==> src/sv/cdu_pkg.sv <==
package cdu_pkg;

   // field widths
   localparam int MONTH_W  = 4;
   localparam int DAY_W    = 5;
   localparam int YEAR_W   = 14;
   localparam int OFFSET_W = 23;
   localparam int DOY_W    = 9;
   localparam int WDAY_W   = 3;
   localparam int JD_W     = 24;
   localparam int NUM_W    = 28;
   localparam int RCP_W    = 32;
   localparam int DVS_W    = 21;

   // julian day limits and the fallback date
   localparam logic [JD_W-1:0] JD_MIN = 24'd1721426;
   localparam logic [JD_W-1:0] JD_MAX = 24'd5373484;
   localparam logic [JD_W-1:0] JD_DEF = 24'd2436700;
   localparam logic [MONTH_W-1:0] DEF_MONTH = 4'd5;
   localparam logic [DAY_W-1:0]   DEF_DAY   = 5'd11;
   localparam logic [YEAR_W-1:0]  DEF_YEAR  = 14'd1959;
   localparam logic [YEAR_W-1:0]  MAX_YEAR  = 14'd9999;

   // reciprocals for the constant divider
   localparam logic [RCP_W-1:0] RCP_100     = 32'((64'd1 << 32) / 64'd100);
   localparam logic [RCP_W-1:0] RCP_146097  = 32'((64'd1 << 32) / 64'd146097);
   localparam logic [RCP_W-1:0] RCP_1461001 = 32'((64'd1 << 32) / 64'd1461001);
   localparam logic [RCP_W-1:0] RCP_2447    = 32'((64'd1 << 32) / 64'd2447);
   localparam logic [RCP_W-1:0] RCP_7       = 32'((64'd1 << 32) / 64'd7);

   typedef enum logic [1:0] {
      OP_LOAD      = 2'd0,
      OP_ADD_DAYS  = 2'd1,
      OP_ADD_MONTH = 2'd2,
      OP_DIFF      = 2'd3
   } opcode_type;

   typedef enum logic [1:0] {
      ST_OK      = 2'd0,
      ST_DEFAULT = 2'd1,
      ST_RANGE   = 2'd2
   } status_type;

   typedef enum logic [2:0] {
      DIV_100,
      DIV_146097,
      DIV_1461001,
      DIV_2447,
      DIV_7
   } div_code_type;

   typedef enum logic [3:0] {
      SQ_IDLE,
      SQ_TJ_A,
      SQ_F1,
      SQ_F2,
      SQ_F3,
      SQ_TJ_C,
      SQ_TJ_Y,
      SQ_MOD7,
      SQ_OUT
   } seq_state_type;

   typedef struct packed {
      logic             start;
      div_code_type     code;
      logic [NUM_W-1:0] numer;
   } div_req_type;

   typedef struct packed {
      logic             done;
      logic [NUM_W-1:0] quot;
      logic [DVS_W-1:0] rem;
   } div_rsp_type;

   typedef struct packed {
      opcode_type                  opcode;
      logic [MONTH_W-1:0]          month;
      logic [DAY_W-1:0]            day;
      logic [YEAR_W-1:0]           year;
      logic signed [OFFSET_W-1:0]  offset;
   } cmd_type;

   typedef struct packed {
      logic [MONTH_W-1:0]          month;
      logic [DAY_W-1:0]            day;
      logic [YEAR_W-1:0]           year;
      logic [DOY_W-1:0]            doy;
      logic [WDAY_W-1:0]           weekday;
      logic signed [OFFSET_W-1:0]  diff;
      status_type                  status;
   } result_type;

   // divisor for each divider code
   function automatic logic [DVS_W-1:0] div_const(div_code_type code);
      logic [DVS_W-1:0] val;
      case (code)
         DIV_100:     val = 21'd100;
         DIV_146097:  val = 21'd146097;
         DIV_1461001: val = 21'd1461001;
         DIV_2447:    val = 21'd2447;
         DIV_7:       val = 21'd7;
         default:     val = 21'd7;
      endcase
      return val;
   endfunction

   function automatic logic [RCP_W-1:0] div_recip(div_code_type code);
      logic [RCP_W-1:0] val;
      case (code)
         DIV_100:     val = RCP_100;
         DIV_146097:  val = RCP_146097;
         DIV_1461001: val = RCP_1461001;
         DIV_2447:    val = RCP_2447;
         DIV_7:       val = RCP_7;
         default:     val = RCP_7;
      endcase
      return val;
   endfunction

   // 367 * (shifted month) / 12, shifted month counts from march
   function automatic logic [8:0] month_term(logic [MONTH_W-1:0] m);
      logic [8:0] val;
      case (m)
         4'd0:    val = 9'd305;
         4'd1:    val = 9'd336;
         4'd2:    val = 9'd367;
         4'd3:    val = 9'd30;
         4'd4:    val = 9'd61;
         4'd5:    val = 9'd91;
         4'd6:    val = 9'd122;
         4'd7:    val = 9'd152;
         4'd8:    val = 9'd183;
         4'd9:    val = 9'd214;
         4'd10:   val = 9'd244;
         4'd11:   val = 9'd275;
         4'd12:   val = 9'd305;
         4'd13:   val = 9'd336;
         4'd14:   val = 9'd367;
         default: val = 9'd397;
      endcase
      return val;
   endfunction

   // 2447 * j / 80
   function automatic logic [8:0] day_term(logic [3:0] j);
      logic [8:0] val;
      case (j)
         4'd0:    val = 9'd0;
         4'd1:    val = 9'd30;
         4'd2:    val = 9'd61;
         4'd3:    val = 9'd91;
         4'd4:    val = 9'd122;
         4'd5:    val = 9'd152;
         4'd6:    val = 9'd183;
         4'd7:    val = 9'd214;
         4'd8:    val = 9'd244;
         4'd9:    val = 9'd275;
         4'd10:   val = 9'd305;
         4'd11:   val = 9'd336;
         4'd12:   val = 9'd367;
         4'd13:   val = 9'd397;
         4'd14:   val = 9'd428;
         default: val = 9'd458;
      endcase
      return val;
   endfunction

endpackage

==> src/sv/calendar_date_unit.sv <==
// channel   dir   signals                        contents
// req       in    req_tvalid/tready/tdata/tuser  one command
// rsp       out   rsp_tvalid/tready/tdata        date after the command
//
// a command makes up to seven passes through the shared constant divider,
// plus dispatch and handoff
// req_tready is high only while the sequencer is idle
// the finished result sits in the rsp register until taken
// synchronous reset restores May 11, 1959 and clears both channels
module calendar_date_unit (
   input  logic        clock,
   input  logic        reset,
   input  logic        req_tvalid,
   output logic        req_tready,
   input  logic [47:0] req_tdata,  // month_in, day_in, year_in, day_offset
   input  logic [1:0]  req_tuser,  // opcode
   output logic        rsp_tvalid,
   input  logic        rsp_tready,
   output logic [63:0] rsp_tdata   // month_out, day_out, year_out, day_of_year,
                                   // weekday, days_between, status
);

   cdu_pkg::cmd_type      cmd;
   cdu_pkg::result_type   result;
   cdu_pkg::div_req_type  div_req;
   cdu_pkg::div_rsp_type  div_rsp;
   logic                  seq_idle;
   logic                  res_valid;
   logic                  res_ack;
   logic                  rsp_tvalid_ff, rsp_tvalid_in;
   logic [63:0]           rsp_tdata_ff;

   // command unpacking
   always_comb begin
      cmd.opcode = cdu_pkg::opcode_type'(req_tuser);
      cmd.month  = req_tdata[3:0];
      cmd.day    = req_tdata[8:4];
      cmd.year   = req_tdata[22:9];
      cmd.offset = $signed(req_tdata[45:23]);
   end

   assign req_tready = seq_idle;

   cdu_seq u_seq (
      .clock     (clock),
      .reset     (reset),
      .cmd_valid (req_tvalid && seq_idle),
      .cmd       (cmd),
      .idle      (seq_idle),
      .res_valid (res_valid),
      .res_ack   (res_ack),
      .result    (result),
      .div_req   (div_req),
      .div_rsp   (div_rsp)
   );

   cdu_divider u_divider (
      .clock   (clock),
      .reset   (reset),
      .div_req (div_req),
      .div_rsp (div_rsp)
   );

   // output register
   assign res_ack       = res_valid && (!rsp_tvalid_ff || rsp_tready);
   assign rsp_tvalid_in = res_ack ? 1'b1 : (rsp_tready ? 1'b0 : rsp_tvalid_ff);

   always_ff @(posedge clock) begin
      if (reset) begin
         rsp_tvalid_ff <= 1'b0;
      end else begin
         rsp_tvalid_ff <= rsp_tvalid_in;
      end
   end

   always_ff @(posedge clock) begin
      if (res_ack) begin
         rsp_tdata_ff <= {4'b0000, result.status, result.diff, result.weekday,
                          result.doy, result.year, result.day, result.month};
      end
   end

   assign rsp_tvalid = rsp_tvalid_ff;
   assign rsp_tdata  = rsp_tdata_ff;

endmodule

==> src/sv/cdu_divider.sv <==
module cdu_divider (
   input  logic                  clock,
   input  logic                  reset,
   input  cdu_pkg::div_req_type  div_req,
   output cdu_pkg::div_rsp_type  div_rsp
);

   logic [cdu_pkg::NUM_W-1:0]     numer_ff;
   cdu_pkg::div_code_type         code_ff;
   logic [59:0]                   prod_ff;
   logic [59:0]                   prod_in;
   logic                          stage1_ff;
   logic                          stage2_ff;
   logic                          done_ff;
   logic [cdu_pkg::NUM_W-1:0]     quot_ff;
   logic [cdu_pkg::NUM_W-1:0]     quot_in;
   logic [cdu_pkg::DVS_W-1:0]     rem_ff;
   logic [cdu_pkg::DVS_W-1:0]     rem_in;
   logic [cdu_pkg::NUM_W-1:0]     quot_est;
   logic [cdu_pkg::DVS_W-1:0]     divisor;
   logic [48:0]                   back;
   logic [cdu_pkg::NUM_W-1:0]     rem_wide;
   logic [cdu_pkg::DVS_W:0]       rem_est;

   // stage tracking
   always_ff @(posedge clock) begin
      if (reset) begin
         stage1_ff <= 1'b0;
         stage2_ff <= 1'b0;
         done_ff   <= 1'b0;
      end else begin
         stage1_ff <= div_req.start;
         stage2_ff <= stage1_ff;
         done_ff   <= stage2_ff;
      end
   end

   // operand capture
   always_ff @(posedge clock) begin
      if (div_req.start) begin
         numer_ff <= div_req.numer;
         code_ff  <= div_req.code;
      end
   end

   // reciprocal multiply
   assign prod_in = 60'(numer_ff) * 60'(cdu_pkg::div_recip(code_ff));

   always_ff @(posedge clock) begin
      prod_ff <= prod_in;
   end

   // back multiply and one correction step
   always_comb begin
      quot_est = prod_ff[59:32];
      divisor  = cdu_pkg::div_const(code_ff);
      back     = 49'(quot_est) * 49'(divisor);
      rem_wide = numer_ff - back[cdu_pkg::NUM_W-1:0];
      rem_est  = rem_wide[cdu_pkg::DVS_W:0];
      if (rem_est >= {1'b0, divisor}) begin
         quot_in = quot_est + 28'd1;
         rem_in  = 21'(rem_est - {1'b0, divisor});
      end else begin
         quot_in = quot_est;
         rem_in  = rem_est[cdu_pkg::DVS_W-1:0];
      end
   end

   always_ff @(posedge clock) begin
      quot_ff <= quot_in;
      rem_ff  <= rem_in;
   end

   assign div_rsp.done = done_ff;
   assign div_rsp.quot = quot_ff;
   assign div_rsp.rem  = rem_ff;

   // remainder always below the divisor
   a_rem_bound: assert property (@(posedge clock) disable iff (reset)
      done_ff |-> rem_ff < cdu_pkg::div_const(code_ff))
      else $error("divider remainder not reduced");

   // done follows a start through the stage1 and stage2 registers
   a_done_timing: assert property (@(posedge clock) disable iff (reset)
      div_req.start |=> ##1 done_ff == 1'b0 ##1 done_ff)
      else $error("divider done timing");

   a_no_overlap: assert property (@(posedge clock) disable iff (reset)
      stage1_ff |-> !div_req.start)
      else $error("divider restarted while busy");

endmodule

==> src/sv/cdu_seq.sv <==
module cdu_seq (
   input  logic                  clock,
   input  logic                  reset,
   input  logic                  cmd_valid,
   input  cdu_pkg::cmd_type      cmd,
   output logic                  idle,
   output logic                  res_valid,
   input  logic                  res_ack,
   output cdu_pkg::result_type   result,
   output cdu_pkg::div_req_type  div_req,
   input  cdu_pkg::div_rsp_type  div_rsp
);

   cdu_pkg::seq_state_type         state_ff, state_in;
   logic                           busy_ff, busy_in;
   cdu_pkg::opcode_type            op_ff, op_in;
   cdu_pkg::status_type            status_ff, status_in;
   logic [cdu_pkg::MONTH_W-1:0]    gm_ff, gm_in;
   logic [cdu_pkg::DAY_W-1:0]      gd_ff, gd_in;
   logic [cdu_pkg::YEAR_W-1:0]     gy_ff, gy_in;
   logic signed [cdu_pkg::OFFSET_W-1:0] off_ff, off_in;
   logic [cdu_pkg::MONTH_W-1:0]    cm_ff, cm_in;
   logic [cdu_pkg::DAY_W-1:0]      cd_ff, cd_in;
   logic [cdu_pkg::YEAR_W-1:0]     cy_ff, cy_in;
   logic [cdu_pkg::JD_W-1:0]       jd_ff, jd_in;
   logic [cdu_pkg::JD_W-1:0]       jdg_ff, jdg_in;
   logic [cdu_pkg::JD_W-1:0]       jdc_ff, jdc_in;
   logic [7:0]                     n_ff, n_in;
   logic [15:0]                    l_ff, l_in;
   logic [6:0]                     i_ff, i_in;
   logic [cdu_pkg::DOY_W-1:0]      doy_ff, doy_in;
   logic [cdu_pkg::WDAY_W-1:0]     wday_ff, wday_in;

   // to_jd datapath
   logic [cdu_pkg::MONTH_W-1:0]    tm;
   logic [cdu_pkg::DAY_W-1:0]      td;
   logic [cdu_pkg::YEAR_W-1:0]     ty;
   logic [14:0]                    ty_adj;
   logic [25:0]                    yr_term;
   logic [9:0]                     cent_term;
   logic [25:0]                    tj_sum;
   logic [cdu_pkg::JD_W-1:0]       tj_jd;
   logic signed [25:0]             day_sum;
   logic                           day_ok;

   // from_jd datapath
   logic [24:0]                    l0;
   logic [25:0]                    n_term;
   logic [17:0]                    i_term;
   logic [16:0]                    l2;
   logic [3:0]                     fj_j;
   logic                           fj_lq;
   logic [cdu_pkg::MONTH_W-1:0]    fj_m;
   logic [9:0]                     fj_k;
   logic [16:0]                    fj_y;
   logic                           trip_ok;
   logic [4:0]                     next_m;
   logic [9:0]                     feb_len;
   logic                           compute;

   // operand select for the date to julian day conversion
   always_comb begin
      tm = cm_ff;
      td = cd_ff;
      ty = cy_ff;
      case (state_ff)
         cdu_pkg::SQ_TJ_A: begin
            case (op_ff)
               cdu_pkg::OP_LOAD, cdu_pkg::OP_DIFF: begin
                  tm = gm_ff;
                  td = gd_ff;
                  ty = gy_ff;
               end
               cdu_pkg::OP_ADD_MONTH: begin
                  tm = cm_ff + 4'd1;
               end
               default: begin
                  tm = cm_ff;
               end
            endcase
         end
         cdu_pkg::SQ_TJ_Y: begin
            tm = 4'd1;
            td = 5'd1;
         end
         default: begin
            tm = cm_ff;
         end
      endcase
   end

   // julian day from the selected date and the century quotient
   always_comb begin
      ty_adj    = 15'(ty) + 15'd4800 - ((tm <= 4'd2) ? 15'd1 : 15'd0);
      yr_term   = 26'(ty_adj) * 26'd1461;
      cent_term = ((10'(div_rsp.quot[7:0]) + 10'd1) * 10'd3) >> 2;
      tj_sum    = 26'(td) + (yr_term >> 2) + 26'(cdu_pkg::month_term(tm))
                - 26'(cent_term) - 26'd32075;
      tj_jd     = tj_sum[cdu_pkg::JD_W-1:0];
      day_sum   = $signed({2'b00, tj_jd}) + 26'(off_ff);
      day_ok    = !day_sum[25] && (day_sum[24:0] >= 25'(cdu_pkg::JD_MIN))
                && (day_sum[24:0] <= 25'(cdu_pkg::JD_MAX));
   end

   // julian day back to a date
   always_comb begin
      l0      = 25'(jd_ff) + 25'd68569;
      n_term  = 26'(div_rsp.quot[7:0]) * 26'd146097 + 26'd3;
      i_term  = 18'(div_rsp.quot[6:0]) * 18'd1461;
      l2      = 17'(l_ff) - 17'(i_term >> 2) + 17'd31;
      fj_j    = div_rsp.quot[3:0];
      fj_lq   = (fj_j >= 4'd11);
      fj_m    = fj_j + 4'd2 - (fj_lq ? 4'd12 : 4'd0);
      fj_k    = l_ff[9:0] - 10'(cdu_pkg::day_term(fj_j));
      fj_y    = 17'(n_ff) * 17'd100 + 17'(i_ff) + 17'(fj_lq) - 17'd4900;
      trip_ok = (fj_m == gm_ff) && (fj_k == 10'(gd_ff)) && (fj_y == 17'(gy_ff));
      next_m  = 5'(cm_ff) + 5'd1;
      feb_len = 10'(cd_ff) - fj_k;
   end

   // divider requests
   always_comb begin
      compute = (state_ff != cdu_pkg::SQ_IDLE) && (state_ff != cdu_pkg::SQ_OUT);
      div_req.start = compute && !busy_ff;
      div_req.code  = cdu_pkg::DIV_100;
      div_req.numer = 28'(ty_adj);
      case (state_ff)
         cdu_pkg::SQ_F1: begin
            div_req.code  = cdu_pkg::DIV_146097;
            div_req.numer = {1'b0, l0, 2'b00};
         end
         cdu_pkg::SQ_F2: begin
            div_req.code  = cdu_pkg::DIV_1461001;
            div_req.numer = (28'(l_ff) + 28'd1) * 28'd4000;
         end
         cdu_pkg::SQ_F3: begin
            div_req.code  = cdu_pkg::DIV_2447;
            div_req.numer = 28'(l_ff) * 28'd80;
         end
         cdu_pkg::SQ_MOD7: begin
            div_req.code  = cdu_pkg::DIV_7;
            div_req.numer = 28'(jdc_ff);
         end
         default: begin
            div_req.code  = cdu_pkg::DIV_100;
         end
      endcase
   end

   // sequencer
   always_comb begin
      state_in  = state_ff;
      busy_in   = div_req.start ? 1'b1 : (div_rsp.done ? 1'b0 : busy_ff);
      op_in     = op_ff;
      status_in = status_ff;
      gm_in     = gm_ff;
      gd_in     = gd_ff;
      gy_in     = gy_ff;
      off_in    = off_ff;
      cm_in     = cm_ff;
      cd_in     = cd_ff;
      cy_in     = cy_ff;
      jd_in     = jd_ff;
      jdg_in    = jdg_ff;
      jdc_in    = jdc_ff;
      n_in      = n_ff;
      l_in      = l_ff;
      i_in      = i_ff;
      doy_in    = doy_ff;
      wday_in   = wday_ff;
      case (state_ff)
         cdu_pkg::SQ_IDLE: begin
            if (cmd_valid) begin
               op_in     = cmd.opcode;
               gm_in     = cmd.month;
               gd_in     = cmd.day;
               gy_in     = cmd.year;
               off_in    = cmd.offset;
               status_in = cdu_pkg::ST_OK;
               state_in  = cdu_pkg::SQ_TJ_A;
            end
         end
         cdu_pkg::SQ_TJ_A: begin
            if (div_rsp.done) begin
               jd_in    = tj_jd;
               jdg_in   = tj_jd;
               state_in = cdu_pkg::SQ_F1;
               if (op_ff == cdu_pkg::OP_ADD_DAYS) begin
                  jd_in = day_sum[cdu_pkg::JD_W-1:0];
                  if (!day_ok) begin
                     status_in = cdu_pkg::ST_RANGE;
                     state_in  = cdu_pkg::SQ_TJ_C;
                  end
               end
            end
         end
         cdu_pkg::SQ_F1: begin
            if (div_rsp.done) begin
               n_in     = div_rsp.quot[7:0];
               l_in     = 16'(l0 - 25'(n_term >> 2));
               state_in = cdu_pkg::SQ_F2;
            end
         end
         cdu_pkg::SQ_F2: begin
            if (div_rsp.done) begin
               i_in     = div_rsp.quot[6:0];
               l_in     = l2[15:0];
               state_in = cdu_pkg::SQ_F3;
            end
         end
         cdu_pkg::SQ_F3: begin
            if (div_rsp.done) begin
               state_in = cdu_pkg::SQ_TJ_C;
               case (op_ff)
                  cdu_pkg::OP_ADD_DAYS: begin
                     cm_in = fj_m;
                     cd_in = fj_k[4:0];
                     cy_in = fj_y[13:0];
                  end
                  cdu_pkg::OP_ADD_MONTH: begin
                     // day overflow clamps to end of february or day 30
                     if (fj_y > 17'(cdu_pkg::MAX_YEAR)) begin
                        status_in = cdu_pkg::ST_RANGE;
                     end else if (5'(fj_m) > next_m) begin
                        cy_in = fj_y[13:0];
                        if (fj_m == 4'd3) begin
                           cm_in = 4'd2;
                           cd_in = (feb_len == 10'd29) ? 5'd29 : 5'd28;
                        end else begin
                           cm_in = next_m[3:0];
                           cd_in = 5'd30;
                        end
                     end else begin
                        cm_in = fj_m;
                        cd_in = fj_k[4:0];
                        cy_in = fj_y[13:0];
                     end
                  end
                  default: begin
                     // given date checked by round trip
                     if (!trip_ok) begin
                        status_in = cdu_pkg::ST_DEFAULT;
                        jdg_in    = cdu_pkg::JD_DEF;
                        if (op_ff == cdu_pkg::OP_LOAD) begin
                           cm_in = cdu_pkg::DEF_MONTH;
                           cd_in = cdu_pkg::DEF_DAY;
                           cy_in = cdu_pkg::DEF_YEAR;
                        end
                     end else if (gy_ff == '0 || gy_ff > cdu_pkg::MAX_YEAR) begin
                        status_in = cdu_pkg::ST_RANGE;
                     end else if (op_ff == cdu_pkg::OP_LOAD) begin
                        cm_in = gm_ff;
                        cd_in = gd_ff;
                        cy_in = gy_ff;
                     end
                  end
               endcase
            end
         end
         cdu_pkg::SQ_TJ_C: begin
            if (div_rsp.done) begin
               jdc_in   = tj_jd;
               state_in = cdu_pkg::SQ_TJ_Y;
            end
         end
         cdu_pkg::SQ_TJ_Y: begin
            if (div_rsp.done) begin
               doy_in   = 9'(jdc_ff - tj_jd + 24'd1);
               state_in = cdu_pkg::SQ_MOD7;
            end
         end
         cdu_pkg::SQ_MOD7: begin
            if (div_rsp.done) begin
               wday_in  = div_rsp.rem[2:0];
               state_in = cdu_pkg::SQ_OUT;
            end
         end
         cdu_pkg::SQ_OUT: begin
            if (res_ack) begin
               state_in = cdu_pkg::SQ_IDLE;
            end
         end
         default: begin
            state_in = cdu_pkg::SQ_IDLE;
         end
      endcase
   end

   // control registers
   always_ff @(posedge clock) begin
      if (reset) begin
         state_ff <= cdu_pkg::SQ_IDLE;
         busy_ff  <= 1'b0;
         cm_ff    <= cdu_pkg::DEF_MONTH;
         cd_ff    <= cdu_pkg::DEF_DAY;
         cy_ff    <= cdu_pkg::DEF_YEAR;
      end else begin
         state_ff <= state_in;
         busy_ff  <= busy_in;
         cm_ff    <= cm_in;
         cd_ff    <= cd_in;
         cy_ff    <= cy_in;
      end
   end

   // working registers
   always_ff @(posedge clock) begin
      op_ff     <= op_in;
      status_ff <= status_in;
      gm_ff     <= gm_in;
      gd_ff     <= gd_in;
      gy_ff     <= gy_in;
      off_ff    <= off_in;
      jd_ff     <= jd_in;
      jdg_ff    <= jdg_in;
      jdc_ff    <= jdc_in;
      n_ff      <= n_in;
      l_ff      <= l_in;
      i_ff      <= i_in;
      doy_ff    <= doy_in;
      wday_ff   <= wday_in;
   end

   // result transaction
   always_comb begin
      idle           = (state_ff == cdu_pkg::SQ_IDLE);
      res_valid      = (state_ff == cdu_pkg::SQ_OUT);
      result.month   = cm_ff;
      result.day     = cd_ff;
      result.year    = cy_ff;
      result.doy     = doy_ff;
      result.weekday = wday_ff;
      result.status  = status_ff;
      if (op_ff == cdu_pkg::OP_DIFF && status_ff != cdu_pkg::ST_RANGE) begin
         result.diff = $signed(23'(jdg_ff - jdc_ff));
      end else begin
         result.diff = '0;
      end
   end

   a_done_busy: assert property (@(posedge clock) disable iff (reset)
      div_rsp.done |-> busy_ff)
      else $error("divider result without request");

   a_month_range: assert property (@(posedge clock) disable iff (reset)
      cm_ff >= 4'd1 && cm_ff <= 4'd12)
      else $error("current month out of range");

   a_year_range: assert property (@(posedge clock) disable iff (reset)
      cy_ff >= 14'd1 && cy_ff <= cdu_pkg::MAX_YEAR)
      else $error("current year out of range");

   a_range_no_diff: assert property (@(posedge clock) disable iff (reset)
      (res_valid && status_ff == cdu_pkg::ST_RANGE) |-> result.diff == '0)
      else $error("difference given on ignored command");

   a_hold_result: assert property (@(posedge clock) disable iff (reset)
      (res_valid && !res_ack) |=> res_valid && $stable(cm_ff) && $stable(status_ff))
      else $error("result dropped before it was taken");

endmodule
==> config.mk <==
export PLATFORM = sky130hd
export DESIGN_NAME = calendar_date_unit
export DESIGN_NICKNAME = d
export VERILOG_FILES = /design/src/sv/cdu_pkg.sv /design/src/sv/calendar_date_unit.sv /design/src/sv/cdu_divider.sv /design/src/sv/cdu_seq.sv
export SDC_FILE = /design/constraint.sdc
export NUM_CORES = 2
export LEC_CHECK = 0
export BUFFER_PORTS_ARGS = -buffer_cell sky130_fd_sc_hd__buf_2
export CORE_MARGIN = 5
export CORE_UTILIZATION = 67
export DETAILED_ROUTE_END_ITERATION = 12
export GPL_ROUTABILITY_DRIVEN = 0
export PLACE_DENSITY = 0.81
export SKIP_LAST_GASP = 1
export SLEW_MARGIN = 15
export SYNTH_ARGS = -nofsm -noshare
export SYNTH_HDL_FRONTEND = slang
export SYNTH_SLANG_ARGS = --single-unit
==> constraint.sdc <==
create_clock -name clock -period 36.1 [get_ports clock]
set_input_delay 7.22 -clock clock [delete_from_list [all_inputs] [get_ports clock]]
set_output_delay 7.22 -clock clock [all_outputs]
set_load 0.01 [all_outputs]
==> summary.md <==
| Metric | Value |
|---|---|
| Outcome | complete, no violations |
| Min cycle time layout | around 16 ns |
| Largest net degree at the start of global routing | around 150 |
| XOR/XNOR Fraction of Synth Area | 0.0561 |
| Final WL | between 150000 and 200000 um |
| Synthesized area | between 60000 and 70000 um^2 |
| Final Skew | about 0.033 ns |
| Max_slew headroom | 0.200 |
| Clock-pin slew on the worst setup and hold paths | around 0.060 ns |
| Setup Total Neg Slack | 0 ns |
| Vias | 45205 |
| Die extent in y | a little over 300 um |
| Post-synthesis mux area share | 0.00681 |
| Worst-Skew Late Latency | approximately 0.59 ns |
| Synthesized area per cell | roughly 9.6 um^2 |
| CP dominant cell by count | ha_1 |
| Critical-path top delay cell | o41ai_2 |
| Row count | between 100 and 150 |
| Count of different cell masters after synthesis | 95 |
| Maxcap violations | 0 |
| ANT nets after route | 0 |
| Drt initial violations | around 3800 |
| Vias in the first global route | a little under 50000 |
| Share of the synthesized area in the top cell type | 0.312 |
| Synth cell count leaders | 1372 x inv_1, 944 x fa_1, 840 x ha_1, 454 x nand2_1, 263 x nor2_1 |
| Post-CTS Resized | 0 |
| Worst Path Required | between 30 and 40 ns |
| Starting Density | 0.675 |
| CP Capture Type | flop |
| Adder-cell share of the synthesized area | 0.485 |
| Met2 Use GR | 0.555 |
| Fin. Hold Viols | 0 |
| DRC errors left | 0 |
| Number of port buffers | around 110 |
| Largest family of logic cells by synthesized area | adder cells |
| Core area | about 90000 um^2 |
| Num Clock Sinks | approximately 330 |
| GRT overflow | 0 |
| CTS Hold Buffers Added | 0 |
| RSZ-0062 raised after global routing | no |
| CP max stage delay | ~0.8 ns |
| Drt wl/cell | roughly 21 um |
| Setup-failing EPs final | 0 |
| Vias per cell | about 6.0 |
| Crit path max fanout | 16 |
| Area Overhead vs Synth | 5.01% |
| Io pins | 120 |
| Synth async-reset ratio | 0 |
| Proportion of layout cells with a drive suffix above 1 | 0.0489 |
| Total CTS buffers | 38 |
| Drt pass-1 iters | 6 |
| Met3 Use GR | 0.0609 |
| Die W | ~310 um |
| Final core utilization | 0.708 |
| GR peak layer | met2 |
| Gr usage total | 0.326 |
| Post-CTS setup buffers | 0 |
| Least-Margin Pin Slew | approximately 1.2 ns |
| CTS tree | done |
| Post-synthesis register bit count | around 330 |
| Synth Area in Compound Gates | 0.0920 |
| Synth warnings | 0 |
| Final period util | 0.449 |
| Yosys top cell by area | fa_1 |
| First-pass GRT wire length | around 250000 um |
| Die area | between 90000 and 100000 um^2 |
| Final nets | between 8000 and 9000 |
| Synth Area in Simple Gates | 0.113 |
| Number of enable flip-flop cells after synthesis | between 200 and 300 |
| Worst setup SP type | flop |
| Cells after Synth | 6324 |
| Longest Clk Path Bufs | 3 |
| Initial antenna violation count | 4 |
| Worst endpoint data arrival time | 16.55 ns |
| Hold crit path type | flop to flop |
| Sequential area share after synthesis | 0.151 |
| Fmax | ~62 MHz |
| Kind of critical path | flop to flop |
| Post-DP HPWL | 130000 um |
| Most frequent cell after synthesis | inv_1 |
| Met1 Track Usage GR | 0.395 |
| H-tree Lvls | 2 |
| Final Max Slew Viols | 0 |
| Root Driver | clkbuf_16 |
| Synth top area cells | fa_1 31%, ha_1 17%, edfxtp_1 13%, inv_1 8.5%, xnor2_1 3.6% |
| Synth Flop Type | edfxtp_1 |
[flip-flops by register name, summed over array words and instances, names as in the netlist, 16 cells and up, named ones only]
register,count
u_seq.jdc_ff,24
u_seq.off_ff,23
u_divider.numer_ff,28
u_seq.jd_ff,24
u_divider.prod_ff,22
u_seq.l_ff,16
u_seq.jdg_ff,23
rsp_tdata,60
[kinds of logic after synthesis]
| kind of cell | count (synthesis) |
|---|---|
| flops | 329 |
| fa+ha+maj | 1784 |
| simple gates | 1400 |
| other cells | 1 |
| mux | 36 |
| compound gates | 841 |
| xor+xnor | 385 |
| buf+inv | 1548 |
[placed cells by master (no fill, tap or decap), types with 33 or more instances in the layout]
cell	instances
a21o_1	91
a21oi_1	214
a31oi_1	33
and2_1	160
and3_1	70
buf_2	113
buf_4	49
clkbuf_16	38
dfxtp_1	74
edfxtp_1	255
fa_1	944
ha_1	839
inv_1	1372
nand2_1	454
nand2b_1	64
nand3_1	99
nor2_1	258
nor2b_1	85
nor3_1	60
o21a_1	40
o21ai_0	176
or2_2	42
xnor2_1	246
xor2_1	137
[layer usage]
layer	wire (um)	vias to the layer above	part of all wire
met3	13200	647	0.084
met2	75300	2162	0.48
met1	57900	22019	0.37
li1	-	20375	-
met4	10400	2	0.066
met5	20	-	0.00013
[path summary, 6_finish.rpt]
check,from,end,slack [ns],depth (start not counted)
worst max-delay path,u_seq.state_ff[0]$_SDFFE_PP0P_,u_seq.status_ff[0]$_DFFE_PP_,19.89,53
worst min-delay path,u_seq.doy_ff[7]$_DFFE_PP_,rsp_tdata[30]$_DFFE_PP_,0.42,0
worst max register to register,u_seq.state_ff[0]$_SDFFE_PP0P_,u_seq.status_ff[0]$_DFFE_PP_,19.89,53
worst min register to register,u_seq.doy_ff[7]$_DFFE_PP_,rsp_tdata[30]$_DFFE_PP_,0.42,0
[worst max-delay path, delay by kind of cell, from the launching register on]
kind            cells  cell delay (ns)
mux                 1             0.27
xor+xnor            3             1.27
buf+inv             7             0.63
fa+ha+maj          13             4.54
compound gates     20             5.56
simple gates        9             2.96
flops               1             0.70
[through the flow]
| step | area, um^2 | std cells | hold WS [ns] | setup WS [ns] |
|---|---|---|---|---|
| 4_1_cts | 63600 | 7560 | 0.423 | 20.02 |
| 3_3_place_gp | 62500 | 7491 | 0.406 | 20.34 |
| 3_5_place_dp | 62500 | 7491 | 0.409 | 20.06 |
| 6_report | 63700 | 7561 | 0.420 | 19.89 |
| 2_1_floorplan | 60600 | 6327 | 0.386 | 22.99 |
| 5_1_grt | 63700 | 7560 | 0.440 | 18.91 |
[area by class of cell]
class                           instances  area, um^2
Multi-Input combinational cell       4450       45800
Fill cell                            6544       26200
Sequential cell                       329        9140
Inverter                             1373        5150
Tap cell                             1176        1470
Clock buffer                           42         976
Timing Repair Buffer                  163         953
Clock inverter                         27         220
Antenna cell                            1        2.50
Power is not shown: default switching activity piles up to over one toggle a cycle in this logic, so the estimate is an artifact.
